**src/rtl/tflc_pkg.sv**
```systemverilog
// Shared types and codes for the three-floor lift controller.
`timescale 1ns / 1ps
package tflc_pkg;

    // floor codes held in the state
    localparam logic [1:0] FLOOR_NONE = 2'd0;
    localparam logic [1:0] FLOOR_1    = 2'd1;
    localparam logic [1:0] FLOOR_2    = 2'd2;
    localparam logic [1:0] FLOOR_3    = 2'd3;

    // run modes
    localparam logic [1:0] MODE_1 = 2'd1;
    localparam logic [1:0] MODE_2 = 2'd2;
    localparam logic [1:0] MODE_3 = 2'd3;

    // display line codes
    localparam logic [1:0] DISP_F1 = 2'd2;
    localparam logic [1:0] DISP_F2 = 2'd1;
    localparam logic [1:0] DISP_F3 = 2'd3;

    // lamp and hall button bit positions
    localparam int LAMP_F3    = 0;
    localparam int LAMP_F2_UP = 1;
    localparam int LAMP_F2_DN = 2;
    localparam int LAMP_F1    = 3;

    // car button bit positions
    localparam int CAR_F3 = 0;
    localparam int CAR_F2 = 1;
    localparam int CAR_F1 = 2;

    // request bit positions, one per floor
    localparam int REQ_F1 = 0;
    localparam int REQ_F2 = 1;
    localparam int REQ_F3 = 2;

    typedef struct packed {
        logic [2:0] floor_sensors;
        logic [2:0] mode_switches;
        logic [3:0] hall_buttons;
        logic [2:0] car_buttons;
    } t_poll;

    typedef struct packed {
        logic [1:0] current_floor;
        logic [1:0] run_mode;
        logic [2:0] up_requests;
        logic [2:0] down_requests;
        logic [3:0] call_lamps;
        logic       motor_up;
        logic       motor_down;
        logic [1:0] display_code;
    } t_lift_state;

    localparam t_lift_state STATE_RESET = '0;

endpackage

```
**src/rtl/tflc_if.sv**
```systemverilog
// Valid/ready channel interfaces for pin polls and controller results.
`timescale 1ns / 1ps
interface tflc_poll_if;
    logic       valid;
    logic       ready;
    logic [2:0] floor_sensors;
    logic [2:0] mode_switches;
    logic [3:0] hall_buttons;
    logic [2:0] car_buttons;

    modport source (
        output valid, floor_sensors, mode_switches, hall_buttons, car_buttons,
        input  ready
    );
    modport sink (
        input  valid, floor_sensors, mode_switches, hall_buttons, car_buttons,
        output ready
    );
endinterface

interface tflc_result_if;
    logic       valid;
    logic       ready;
    logic       drive_up;
    logic       drive_down;
    logic [3:0] lamps_out;
    logic [1:0] floor_indicator;

    modport source (
        output valid, drive_up, drive_down, lamps_out, floor_indicator,
        input  ready
    );
    modport sink (
        input  valid, drive_up, drive_down, lamps_out, floor_indicator,
        output ready
    );
endinterface

```
**src/rtl/tflc_step.sv**
```systemverilog
// Next-state logic for one pin poll of the lift controller.
`timescale 1ns / 1ps
module tflc_step
    import tflc_pkg::*;
(
    input  t_lift_state i_state,
    input  t_poll       i_poll,
    output t_lift_state o_state
);

    always_comb begin
        t_lift_state s;
        logic [1:0]  chosen;
        logic        go_up;
        logic        go_dn;

        s      = i_state;
        chosen = FLOOR_NONE;

        if (i_poll.floor_sensors[2])      s.current_floor = FLOOR_3;
        else if (i_poll.floor_sensors[1]) s.current_floor = FLOOR_2;
        else if (i_poll.floor_sensors[0]) s.current_floor = FLOOR_1;

        if (i_poll.mode_switches[0])      s.run_mode = MODE_1;
        else if (i_poll.mode_switches[1]) s.run_mode = MODE_2;
        else if (i_poll.mode_switches[2]) s.run_mode = MODE_3;

        // highest pressed button picks the floor; a hall press lights its lamp unless the car is at that floor
        if (i_poll.hall_buttons[LAMP_F3] || i_poll.car_buttons[CAR_F3]) begin
            chosen = FLOOR_3;
            if (s.current_floor != FLOOR_3 && i_poll.hall_buttons[LAMP_F3])
                s.call_lamps[LAMP_F3] = 1'b1;
        end else if (i_poll.hall_buttons[LAMP_F2_UP] || i_poll.hall_buttons[LAMP_F2_DN]
                     || i_poll.car_buttons[CAR_F2]) begin
            chosen = FLOOR_2;
            if (s.current_floor != FLOOR_2) begin
                if (i_poll.hall_buttons[LAMP_F2_UP])
                    s.call_lamps[LAMP_F2_UP] = 1'b1;
                else if (i_poll.hall_buttons[LAMP_F2_DN])
                    s.call_lamps[LAMP_F2_DN] = 1'b1;
            end
        end else if (i_poll.hall_buttons[LAMP_F1] || i_poll.car_buttons[CAR_F1]) begin
            chosen = FLOOR_1;
            if (s.current_floor != FLOOR_1 && i_poll.hall_buttons[LAMP_F1])
                s.call_lamps[LAMP_F1] = 1'b1;
        end

        // arrival clearing; floor 2 only in the travel direction
        go_up = s.motor_up && !s.motor_down && s.current_floor != FLOOR_3;
        go_dn = !s.motor_up && s.motor_down && s.current_floor != FLOOR_1;
        if (go_up && s.current_floor == FLOOR_2) begin
            s.up_requests[REQ_F2]    = 1'b0;
            s.call_lamps[LAMP_F2_UP] = 1'b0;
        end else if (go_dn && s.current_floor == FLOOR_2) begin
            s.down_requests[REQ_F2]  = 1'b0;
            s.call_lamps[LAMP_F2_DN] = 1'b0;
        end else if (s.current_floor == FLOOR_1) begin
            s.up_requests[REQ_F1]   = 1'b0;
            s.down_requests[REQ_F1] = 1'b0;
            s.call_lamps[LAMP_F1]   = 1'b0;
        end else if (s.current_floor == FLOOR_3) begin
            s.up_requests[REQ_F3]   = 1'b0;
            s.down_requests[REQ_F3] = 1'b0;
            s.call_lamps[LAMP_F3]   = 1'b0;
        end

        if ((s.up_requests | s.down_requests) == 3'b000) begin
            s.motor_up   = 1'b0;
            s.motor_down = 1'b0;
        end

        // unknown floor (code zero) is below every floor, so it requests up
        if (chosen != FLOOR_NONE && s.current_floor != chosen) begin
            if (s.current_floor > chosen) begin
                unique case (chosen)
                    FLOOR_1: s.down_requests[REQ_F1] = 1'b1;
                    FLOOR_2: s.down_requests[REQ_F2] = 1'b1;
                    default: s.down_requests[REQ_F3] = 1'b1;
                endcase
            end else begin
                unique case (chosen)
                    FLOOR_1: s.up_requests[REQ_F1] = 1'b1;
                    FLOOR_2: s.up_requests[REQ_F2] = 1'b1;
                    default: s.up_requests[REQ_F3] = 1'b1;
                endcase
            end
        end

        if (s.call_lamps[LAMP_F2_UP]) s.up_requests[REQ_F2]   = 1'b1;
        if (s.call_lamps[LAMP_F2_DN]) s.down_requests[REQ_F2] = 1'b1;

        // start rules when idle and not in mode 3
        go_up = s.motor_up && !s.motor_down && s.current_floor != FLOOR_3;
        go_dn = !s.motor_up && s.motor_down && s.current_floor != FLOOR_1;
        if (!go_up && !go_dn && s.run_mode != MODE_3) begin
            unique case (s.current_floor)
                FLOOR_1: begin
                    if (s.up_requests[REQ_F2] || s.up_requests[REQ_F3]) begin
                        s.motor_up   = 1'b1;
                        s.motor_down = 1'b0;
                    end
                end
                FLOOR_2: begin
                    s.call_lamps[LAMP_F2_UP] = 1'b0;
                    s.call_lamps[LAMP_F2_DN] = 1'b0;
                    if (s.up_requests[REQ_F3]) begin
                        s.motor_up   = 1'b1;
                        s.motor_down = 1'b0;
                    end else if (s.down_requests[REQ_F1]) begin
                        s.motor_up   = 1'b0;
                        s.motor_down = 1'b1;
                    end
                end
                FLOOR_3: begin
                    if (s.down_requests[REQ_F1] || s.down_requests[REQ_F2]) begin
                        s.motor_up   = 1'b0;
                        s.motor_down = 1'b1;
                    end
                end
                default: ;
            endcase
        end

        if (i_poll.floor_sensors[2])      s.display_code = DISP_F3;
        else if (i_poll.floor_sensors[1]) s.display_code = DISP_F2;
        else if (i_poll.floor_sensors[0]) s.display_code = DISP_F1;

        o_state = s;
    end

endmodule

```
**src/rtl/three_floor_lift_controller_unit.sv**
```systemverilog
// Top level of the three-floor lift controller: input register, step, result register.
// An accepted poll waits in the input register until the result register can take its result beat.
// Throughput: one poll per cycle unless the result channel stalls; the state updates in one pass of the step logic.
// A stalled result holds the next poll in the input register; ready drops only then.
// Reset (synchronous, active low): floor unknown, mode zero, no requests, lamps off,
// motor stopped, display zero, both channels empty.
`timescale 1ns / 1ps
module three_floor_lift_controller_unit
    import tflc_pkg::*;
(
    input  logic                 i_clk,
    input  logic                 i_rst_n,
    tflc_poll_if.sink            i_req,
    tflc_result_if.source        o_rsp
);

    logic        r_in_valid;
    t_poll       r_poll;
    logic        r_out_valid;
    t_lift_state r_state;
    t_lift_state n_state;
    logic        advance;

    assign advance     = r_in_valid && (!r_out_valid || o_rsp.ready);
    assign i_req.ready = !r_in_valid || advance;

    tflc_step u_step (
        .i_state (r_state),
        .i_poll  (r_poll),
        .o_state (n_state)
    );

    always_ff @(posedge i_clk) begin
        if (!i_rst_n) begin
            r_in_valid  <= 1'b0;
            r_out_valid <= 1'b0;
            r_state     <= STATE_RESET;
        end else begin
            if (i_req.ready) r_in_valid <= i_req.valid;
            if (advance) begin
                r_out_valid <= 1'b1;
                r_state     <= n_state;
            end else if (o_rsp.ready) begin
                r_out_valid <= 1'b0;
            end
        end
    end

    always_ff @(posedge i_clk) begin
        if (i_req.valid && i_req.ready) begin
            r_poll.floor_sensors <= i_req.floor_sensors;
            r_poll.mode_switches <= i_req.mode_switches;
            r_poll.hall_buttons  <= i_req.hall_buttons;
            r_poll.car_buttons   <= i_req.car_buttons;
        end
    end

    // the result beat is the state just written
    assign o_rsp.valid           = r_out_valid;
    assign o_rsp.drive_up        = r_state.motor_up;
    assign o_rsp.drive_down      = r_state.motor_down;
    assign o_rsp.lamps_out       = r_state.call_lamps;
    assign o_rsp.floor_indicator = r_state.display_code;

    a_motor_exclusive: assert property (@(posedge i_clk) disable iff (!i_rst_n)
        !(r_state.motor_up && r_state.motor_down))
        else $error("motor driven up and down at once");

    a_no_start_unknown_floor: assert property (@(posedge i_clk) disable iff (!i_rst_n)
        (r_state.current_floor == FLOOR_NONE) |-> (!r_state.motor_up && !r_state.motor_down))
        else $error("motor running with floor unknown");

    a_ready_when_out_free: assert property (@(posedge i_clk) disable iff (!i_rst_n)
        !r_out_valid |-> i_req.ready)
        else $error("input stalled with empty result register");

    a_advance_gives_result: assert property (@(posedge i_clk) disable iff (!i_rst_n)
        advance |=> r_out_valid)
        else $error("processed poll produced no result beat");

endmodule
```
**src/flat_wrapper.sv**
```systemverilog
// flat-port wrapper written by rule: the top's interface ports become plain ports
module three_floor_lift_controller_unit_flat import tflc_pkg::*;
  (i_clk, i_rst_n, i_req_valid, i_req_floor_sensors, i_req_mode_switches, i_req_hall_buttons, i_req_car_buttons, i_req_ready, o_rsp_valid, o_rsp_drive_up, o_rsp_drive_down, o_rsp_lamps_out, o_rsp_floor_indicator, o_rsp_ready);
  tflc_poll_if i_req_i ();
  tflc_result_if o_rsp_i ();
  input  logic i_clk;
  input  logic i_rst_n;
  input wire logic [$bits(i_req_i.valid)-1:0] i_req_valid;
  input wire logic [$bits(i_req_i.floor_sensors)-1:0] i_req_floor_sensors;
  input wire logic [$bits(i_req_i.mode_switches)-1:0] i_req_mode_switches;
  input wire logic [$bits(i_req_i.hall_buttons)-1:0] i_req_hall_buttons;
  input wire logic [$bits(i_req_i.car_buttons)-1:0] i_req_car_buttons;
  output wire logic [$bits(i_req_i.ready)-1:0] i_req_ready;
  output wire logic [$bits(o_rsp_i.valid)-1:0] o_rsp_valid;
  output wire logic [$bits(o_rsp_i.drive_up)-1:0] o_rsp_drive_up;
  output wire logic [$bits(o_rsp_i.drive_down)-1:0] o_rsp_drive_down;
  output wire logic [$bits(o_rsp_i.lamps_out)-1:0] o_rsp_lamps_out;
  output wire logic [$bits(o_rsp_i.floor_indicator)-1:0] o_rsp_floor_indicator;
  input wire logic [$bits(o_rsp_i.ready)-1:0] o_rsp_ready;
  assign i_req_i.valid = i_req_valid;
  assign i_req_i.floor_sensors = i_req_floor_sensors;
  assign i_req_i.mode_switches = i_req_mode_switches;
  assign i_req_i.hall_buttons = i_req_hall_buttons;
  assign i_req_i.car_buttons = i_req_car_buttons;
  assign i_req_ready = i_req_i.ready;
  assign o_rsp_valid = o_rsp_i.valid;
  assign o_rsp_drive_up = o_rsp_i.drive_up;
  assign o_rsp_drive_down = o_rsp_i.drive_down;
  assign o_rsp_lamps_out = o_rsp_i.lamps_out;
  assign o_rsp_floor_indicator = o_rsp_i.floor_indicator;
  assign o_rsp_i.ready = o_rsp_ready;
  three_floor_lift_controller_unit u_core (.i_clk(i_clk), .i_rst_n(i_rst_n), .i_req(i_req_i), .o_rsp(o_rsp_i));
endmodule
```
**config.mk**
```make
export PLATFORM = sky130hd
export DESIGN_NAME = three_floor_lift_controller_unit_flat
export DESIGN_NICKNAME = d
export VERILOG_FILES = /design/src/rtl/tflc_pkg.sv /design/src/rtl/tflc_if.sv /design/src/rtl/tflc_step.sv /design/src/rtl/three_floor_lift_controller_unit.sv /design/src/flat_wrapper.sv
export SDC_FILE = /design/constraint.sdc
export NUM_CORES = 1
export LEC_CHECK = 0
export BUFFER_PORTS_ARGS = -buffer_cell sky130_fd_sc_hd__clkbuf_2
export CAP_MARGIN = 20
export CORE_MARGIN = 4
export CORE_UTILIZATION = 55
export DETAILED_ROUTE_END_ITERATION = 12
export PLACE_DENSITY = 0.77
export SLEW_MARGIN = 20
export SYNTH_ARGS = -nofsm -noshare
export SYNTH_HDL_FRONTEND = slang
export SYNTH_HIERARCHICAL = 1
export SYNTH_SLANG_ARGS = --single-unit
```
**constraint.sdc**
```tcl
create_clock -name i_clk -period 5.25 [get_ports i_clk]
set_input_delay 0.525 -clock i_clk [delete_from_list [all_inputs] [get_ports i_clk]]
set_output_delay 0.525 -clock i_clk [all_outputs]
set_load 0.05 [all_outputs]
```
* Word level (Yosys, flattened, before mapping)
Cells that the tools add are included.
** Storage, ports and cells
- Register bits after elaboration :: 33
- Input port bits :: 17
- Output and inout port bits :: 10
- Word-level logic and storage cells :: 129
** Cells by class
- $lt $le $gt $ge :: 1
- Equality and inequality tests :: 10
- Mux-type cells :: 64
- Bitwise logic cells :: 1
- Reduce and logical (&&, ||, !) cells :: 39
** Operators with widths (number)
- $mux W2 :: 24
- $mux W1 :: 34
- $logic_and A1 B1 Y1 :: 17
- $mux W6 :: 2
- $mux W3 :: 3
- $logic_not A1 Y1 :: 8
- $logic_or A1 B1 Y1 :: 8
- $eq A2 B2 Y1 const B :: 3
- $ne A2 B2 Y1 const B :: 3
- $pmux W2 S3 :: 1
- $eq A2 B1 Y1 const B :: 2
- $reduce_bool A2 Y1 :: 2
- $logic_not A3 Y1 :: 1
- $or A3 B3 Y3 :: 1
- $reduce_bool A3 Y1 :: 1
- $gt A2 B2 Y1 :: 1
- $ne A2 B1 Y1 const B :: 1
- $ne A2 B2 Y1 :: 1
- $reduce_and A2 Y1 :: 1
- $reduce_or A2 Y1 :: 1

* Logic depth before layout (Yosys ltp)
- Word-level depth :: 22
- Depth in mapped cells :: 13
- Gate-level depth less buffers :: 13

* Hierarchy
Netlist, hierarchy kept.
** Modules (own cells, without submodules)
- three_floor_lift_controller_unit :: instances 1, cells an instance 106, area each 1252.5 sq um
- tflc_step :: instances 1, cells an instance 110, area each 663.1 sq um

* Least setup slack after synthesis
Ideal clock, no wire load.
- Kind :: register to register
- Start :: register u_core/r_poll[11] in the netlist's numbering
- End :: register u_core.r_state (netlist bit u_core/o_rsp.drive_up)
- Library setup time :: 0.120 ns
- Arrival :: 2.258 ns
- Required time :: 5.130 ns
- Slack :: 2.872 ns
- Stages on the path, launching flop included :: 12
- Path buffers :: 0
- Path through :: edfxtp_1 > nor2_1 > o21ai_1 > ha_1 > a21oi_1 > nand2_1 > o2bb2ai_1 > a21oi_1 > o311ai_0 > o31ai_1 > nand2_1 > mux2i_1
** RTL lines
- start, declared :: RTL line three_floor_lift_controller_unit.sv:18 : t_poll r_poll;
- end signal, assigned :: RTL line three_floor_lift_controller_unit.sv:42 : r_state <= n_state;
- end, declared :: RTL line three_floor_lift_controller_unit.sv:20 : t_lift_state r_state;

==> flow_results.org <==
** Synth
- Netlist Area Pre-Place :: 1916 sq um
- Number of enable flip-flop cells after synthesis :: 13
- Average cell area after synthesis :: 8.868 sq um
- Complex-gate fraction of the synthesized area :: between 10% and 20%
- Post-synthesis mux area share :: 9.406%
- For this run, asynchronously set or reset flops after synthesis account for 0%.
- Sequential area share after synthesis :: a little over 40%
- After Yosys synthesis, full adders, half adders and majority gates account for ~3.3% of the synthesized area.
- Of the total synthesized cell area, the portion taken by XOR and XNOR cells is 0%.
- The number of different library cells used by synthesis comes to 48.
- In the synthesized netlist, the number of instances is roughly 220.
- Among all flip-flop cells after synthesis, the most frequent one is sky130_fd_sc_hd__dfxtp_1.
- The synthesized netlist devotes between 20% and 30% of its cell area to simple gates.
- Synth Warn # :: 6
- By area, the combinational part of the netlist is dominated by simple AND/OR/NAND/NOR gates.
- Post-synthesis net count :: 238
- The synthesized design contains 33 register bits.

** Drt
- Routed vias :: roughly 1,600
- DR WL/cell :: 14.20 um
- In this run the remaining antenna-violating nets after routing total 0.
- Iteration count of the initial detailed-routing pass :: 4
- Final routed DRC violation total :: 0
- Aggregate routed wire length :: between 4000 and 5000 um
- Number of vias per cell :: approximately 5.5
- The detailed router finished its first iteration with 151 violations.

** Timing
- Setup repair after global routing left no endpoint under its margin.
- Post-route fraction of the period consumed by the critical path :: 54.84%
- In the final timing run, aggregate negative setup slack is 0 ns.
- The hold violation total from the final report was 0.
- Slew Limit Fails :: 0
- At the pin with the least slew margin, the transition time is 0.7018 ns.
- Setup violations remaining at the end of the flow were counted as 0.
- For the finished layout, the period the worst path requires is ~2.9 ns.
- Derived from the worst setup path, the maximum achievable clock frequency is 0.3473 GHz.
- Worst Skew :: 0.002591 ns
- Max_slew headroom :: 53.21%

** Setup path
- Termination of the worst setup path :: u_core/o_rsp.drive_up
- Peak per-stage delay on the critical path :: roughly 0.52 ns
- Required time worst endpoint :: 5.48 ns
- The worst register-to-register path begins at u_core/r_poll[11].
- Traced cell by cell, the critical path runs through nor2_1 > o21ai_1 > ha_1 > a21oi_1 > nand2_1 > o2bb2ai_1 > a21oi_1 > o311ai_0 > o31ai_1 > nand2_1 > mux2i_1.
- In this run the worst path has a maximum fanout of 8.
- Measured in cells, the most critical reg-to-reg path has a length of 11.
- Worst setup startpoint :: u_core/r_poll[11]
- The endpoint identified for the worst register-to-register timing path is u_core/o_rsp.drive_up.
- Worst setup path category :: register to register
- Data arrives at the worst endpoint at 3.11 ns.
- The worst setup path is launched from a register.
- Critical Path End Type :: register
- The slowest stage of the critical path belongs to the cell sky130_fd_sc_hd__edfxtp_1.
- The worst register-to-register path has a setup slack of 2.37 ns.

** Clock network
- Quantity of gates resized following cts :: 0
- Buffers inserted during clock tree synthesis total 5.
- Worst-skew pair later-pin latency :: 0.34 ns
- Clock tree buffer depth :: 2
- H-tree Lvls :: 2
- Counting every sink on the clock net gives 33.
- TritonCTS built the clock tree.
- CTS root buffer :: sky130_fd_sc_hd__clkbuf_4
- Number of buffers inserted for hold repair after clock tree synthesis :: 0
- Clock-pin slew was measured on the worst setup and hold paths at approximately 0.11 ns.
- Number of setup buffers added after CTS :: 0

** Floorplanning
- During I/O placement, the number of pins put on the boundary was 27.
- Initial cell density of the core :: a little under three fifths
- Core area :: 3337 sq um
- Die boundary height :: 67.02 um
- Core Rows :: 21
- The die covers roughly 4500 sq um.
- The die is 67.02 um wide.

** Min path
- In this run the worst hold path is classified as input port to register.
- In this run the most critical hold path is launched from i_req_hall_buttons[0].

** Final layout
- Most common cell after layout, fill and taps aside :: sky130_fd_sc_hd__nand2_1
- The repair_antennas step left the layout with diodes totalling 0.
- For this run, the post-layout net count is 260.
- Post-Layout Inst Area :: 2076 sq um
- Area added between synthesis and finish :: 8.361%
- In the layout the commonest cells are 48 x sky130_fd_sc_hd__nand2_1, 26 x sky130_fd_sc_hd__clkbuf_2, 20 x sky130_fd_sc_hd__dfxtp_1.
- Fraction of final layout cells with drive strength greater than 1 :: around 17%

** GRT
- Entering global routing, the biggest net connects 39 pins.
- Global routing finished with a remaining overflow of 0.
- Global-route wire length before repair :: 6796 um
- For this run, the total global-route usage over all layers was measured as about a fifth.
- Antenna violations before repair :: 0
- Vias in the first global route :: 1,474

** Placement
- Number of I/O port buffers :: 26
- Routability congestion estimate :: 0.9598
- Summed over all nets, the half-perimeter wirelength after detailed placement is 3015 um.
- The placed instances occupy a cell area of 2016 sq um.

** Power
- Static power due to leakage :: 0.8520 nW
- Ratio of total power to cell area :: 252.7 nW/um^2
- Across the VDD grid, the largest voltage drop is 0.1985 mV.

** Flow run
- Number of maximum-capacitance constraint violations :: 0

** Run status
- The flow ran to the end, and the final reports show no timing, DRC or antenna violations.
[cell type report]
cell class | count | area [sq um]
Sequential cell | 33 | 790.8
Clock buffer | 5 | 37.54
Fill cell | 305 | 1261
Multi-Input combinational cell | 157 | 977.2
Timing Repair Buffer | 27 | 137.6
Clock inverter | 3 | 22.52
Tap cell | 46 | 57.56
Inverter | 14 | 52.55
[flip-flops by register name, indices dropped and copies added (netlist names)]
name                          cells
u_core/o_rsp.valid                1
u_core/o_rsp.drive_down           1
u_core/o_rsp.lamps_out            4
u_core/r_in_valid                 1
u_core/r_poll                    13
u_core/o_rsp.drive_up             1
u_core/r_state                   10
u_core/o_rsp.floor_indicator      2
[worst max-delay path: cells and delay by family, from the launching register on]
kind | cells | cell delay, ns
AOI/OAI and AO/OA | 6 | 1.38
adders and majority gates | 1 | 0.36
DFF | 1 | 0.52
muxes | 1 | 0.08
and+or+nand+nor | 3 | 0.44
[cell usage after synthesis, types with 2 or more instances]
master                     instances  share of area (%)
sky130_fd_sc_hd__buf_2             3               0.78
sky130_fd_sc_hd__o211ai_1          2               0.78
sky130_fd_sc_hd__o21bai_1          2               0.78
sky130_fd_sc_hd__mux2i_1          18                9.4
sky130_fd_sc_hd__o21ai_1           7                1.8
sky130_fd_sc_hd__o31ai_1           2               0.78
sky130_fd_sc_hd__inv_1            14                2.7
sky130_fd_sc_hd__ha_1              5                3.3
sky130_fd_sc_hd__nand2_1          48                9.4
sky130_fd_sc_hd__edfxtp_1         13                 20
sky130_fd_sc_hd__nor3b_1           2               0.78
sky130_fd_sc_hd__nand2b_1          3               0.98
sky130_fd_sc_hd__a21o_1            4                1.6
sky130_fd_sc_hd__nor2_1           15                2.9
sky130_fd_sc_hd__nor3_1            4                1.0
sky130_fd_sc_hd__o21ai_0           5                1.3
sky130_fd_sc_hd__nor2b_1           5                1.6
sky130_fd_sc_hd__a21oi_1          10                2.6
sky130_fd_sc_hd__buf_4             6                2.4
sky130_fd_sc_hd__dfxtp_1          20                 21
[stage by stage]
| step | power, mW | std cells | hold WS (ns) | setup slack (ns) | utilization (%) |
|---|---|---|---|---|---|
| 2_1_floorplan | 0.3639 | 216 | 0.4471 | 2.872 | - |
| 3_3_place_gp | 0.3827 | 277 | 0.4656 | 2.612 | 60.40 |
| 3_5_place_dp | 0.3832 | 277 | 0.4738 | 2.443 | 60.40 |
| 4_1_cts | 0.5284 | 285 | 0.3387 | 2.443 | 62.20 |
| 5_1_grt | 0.5551 | 285 | 0.3203 | 2.072 | 62.20 |
| 6_report | 0.5246 | 285 | 0.3527 | 2.371 | 62.20 |
[cells by family after synthesis]
kind of cell | count (synthesis)
fa+ha+maj | 5
compound gates | 47
simple gates | 87
buf+inv | 26
flops | 33
mux | 18
[report_power, final]
part / total (mW) / switching (mW) / internal, mW
registers: 0.291 / 0.0114 / 0.279
clock network: 0.146 / 0.0939 / 0.0517
logic: 0.0882 / 0.0557 / 0.0325
[metal layers]
| layer | share of wire (%) | up-vias | track usage [%] |
|---|---|---|---|
| met5 | 0 | - | 0 |
| met2 | 48 | 51 | 33.37 |
| met4 | 2.0 | 0 | 8.101 |
| met1 | 44 | 711 | 25.29 |
| li1 | - | 789 | - |
| met3 | 6.1 | 9 | 5.228 |
[how the worst min path moves through the flow]
stage | endpoint | cells after the start
floorplan | u_core/r_state[11] | 2
global placement | u_core/r_state[15] | 2
detailed placement | u_core/o_rsp.floor_indicator[0] | 2
CTS | u_core/r_poll[4] | 1
global route | u_core/r_poll[5] | 1
finish | u_core/r_poll[3] | 1
Power figures use the tool's default switching activity.
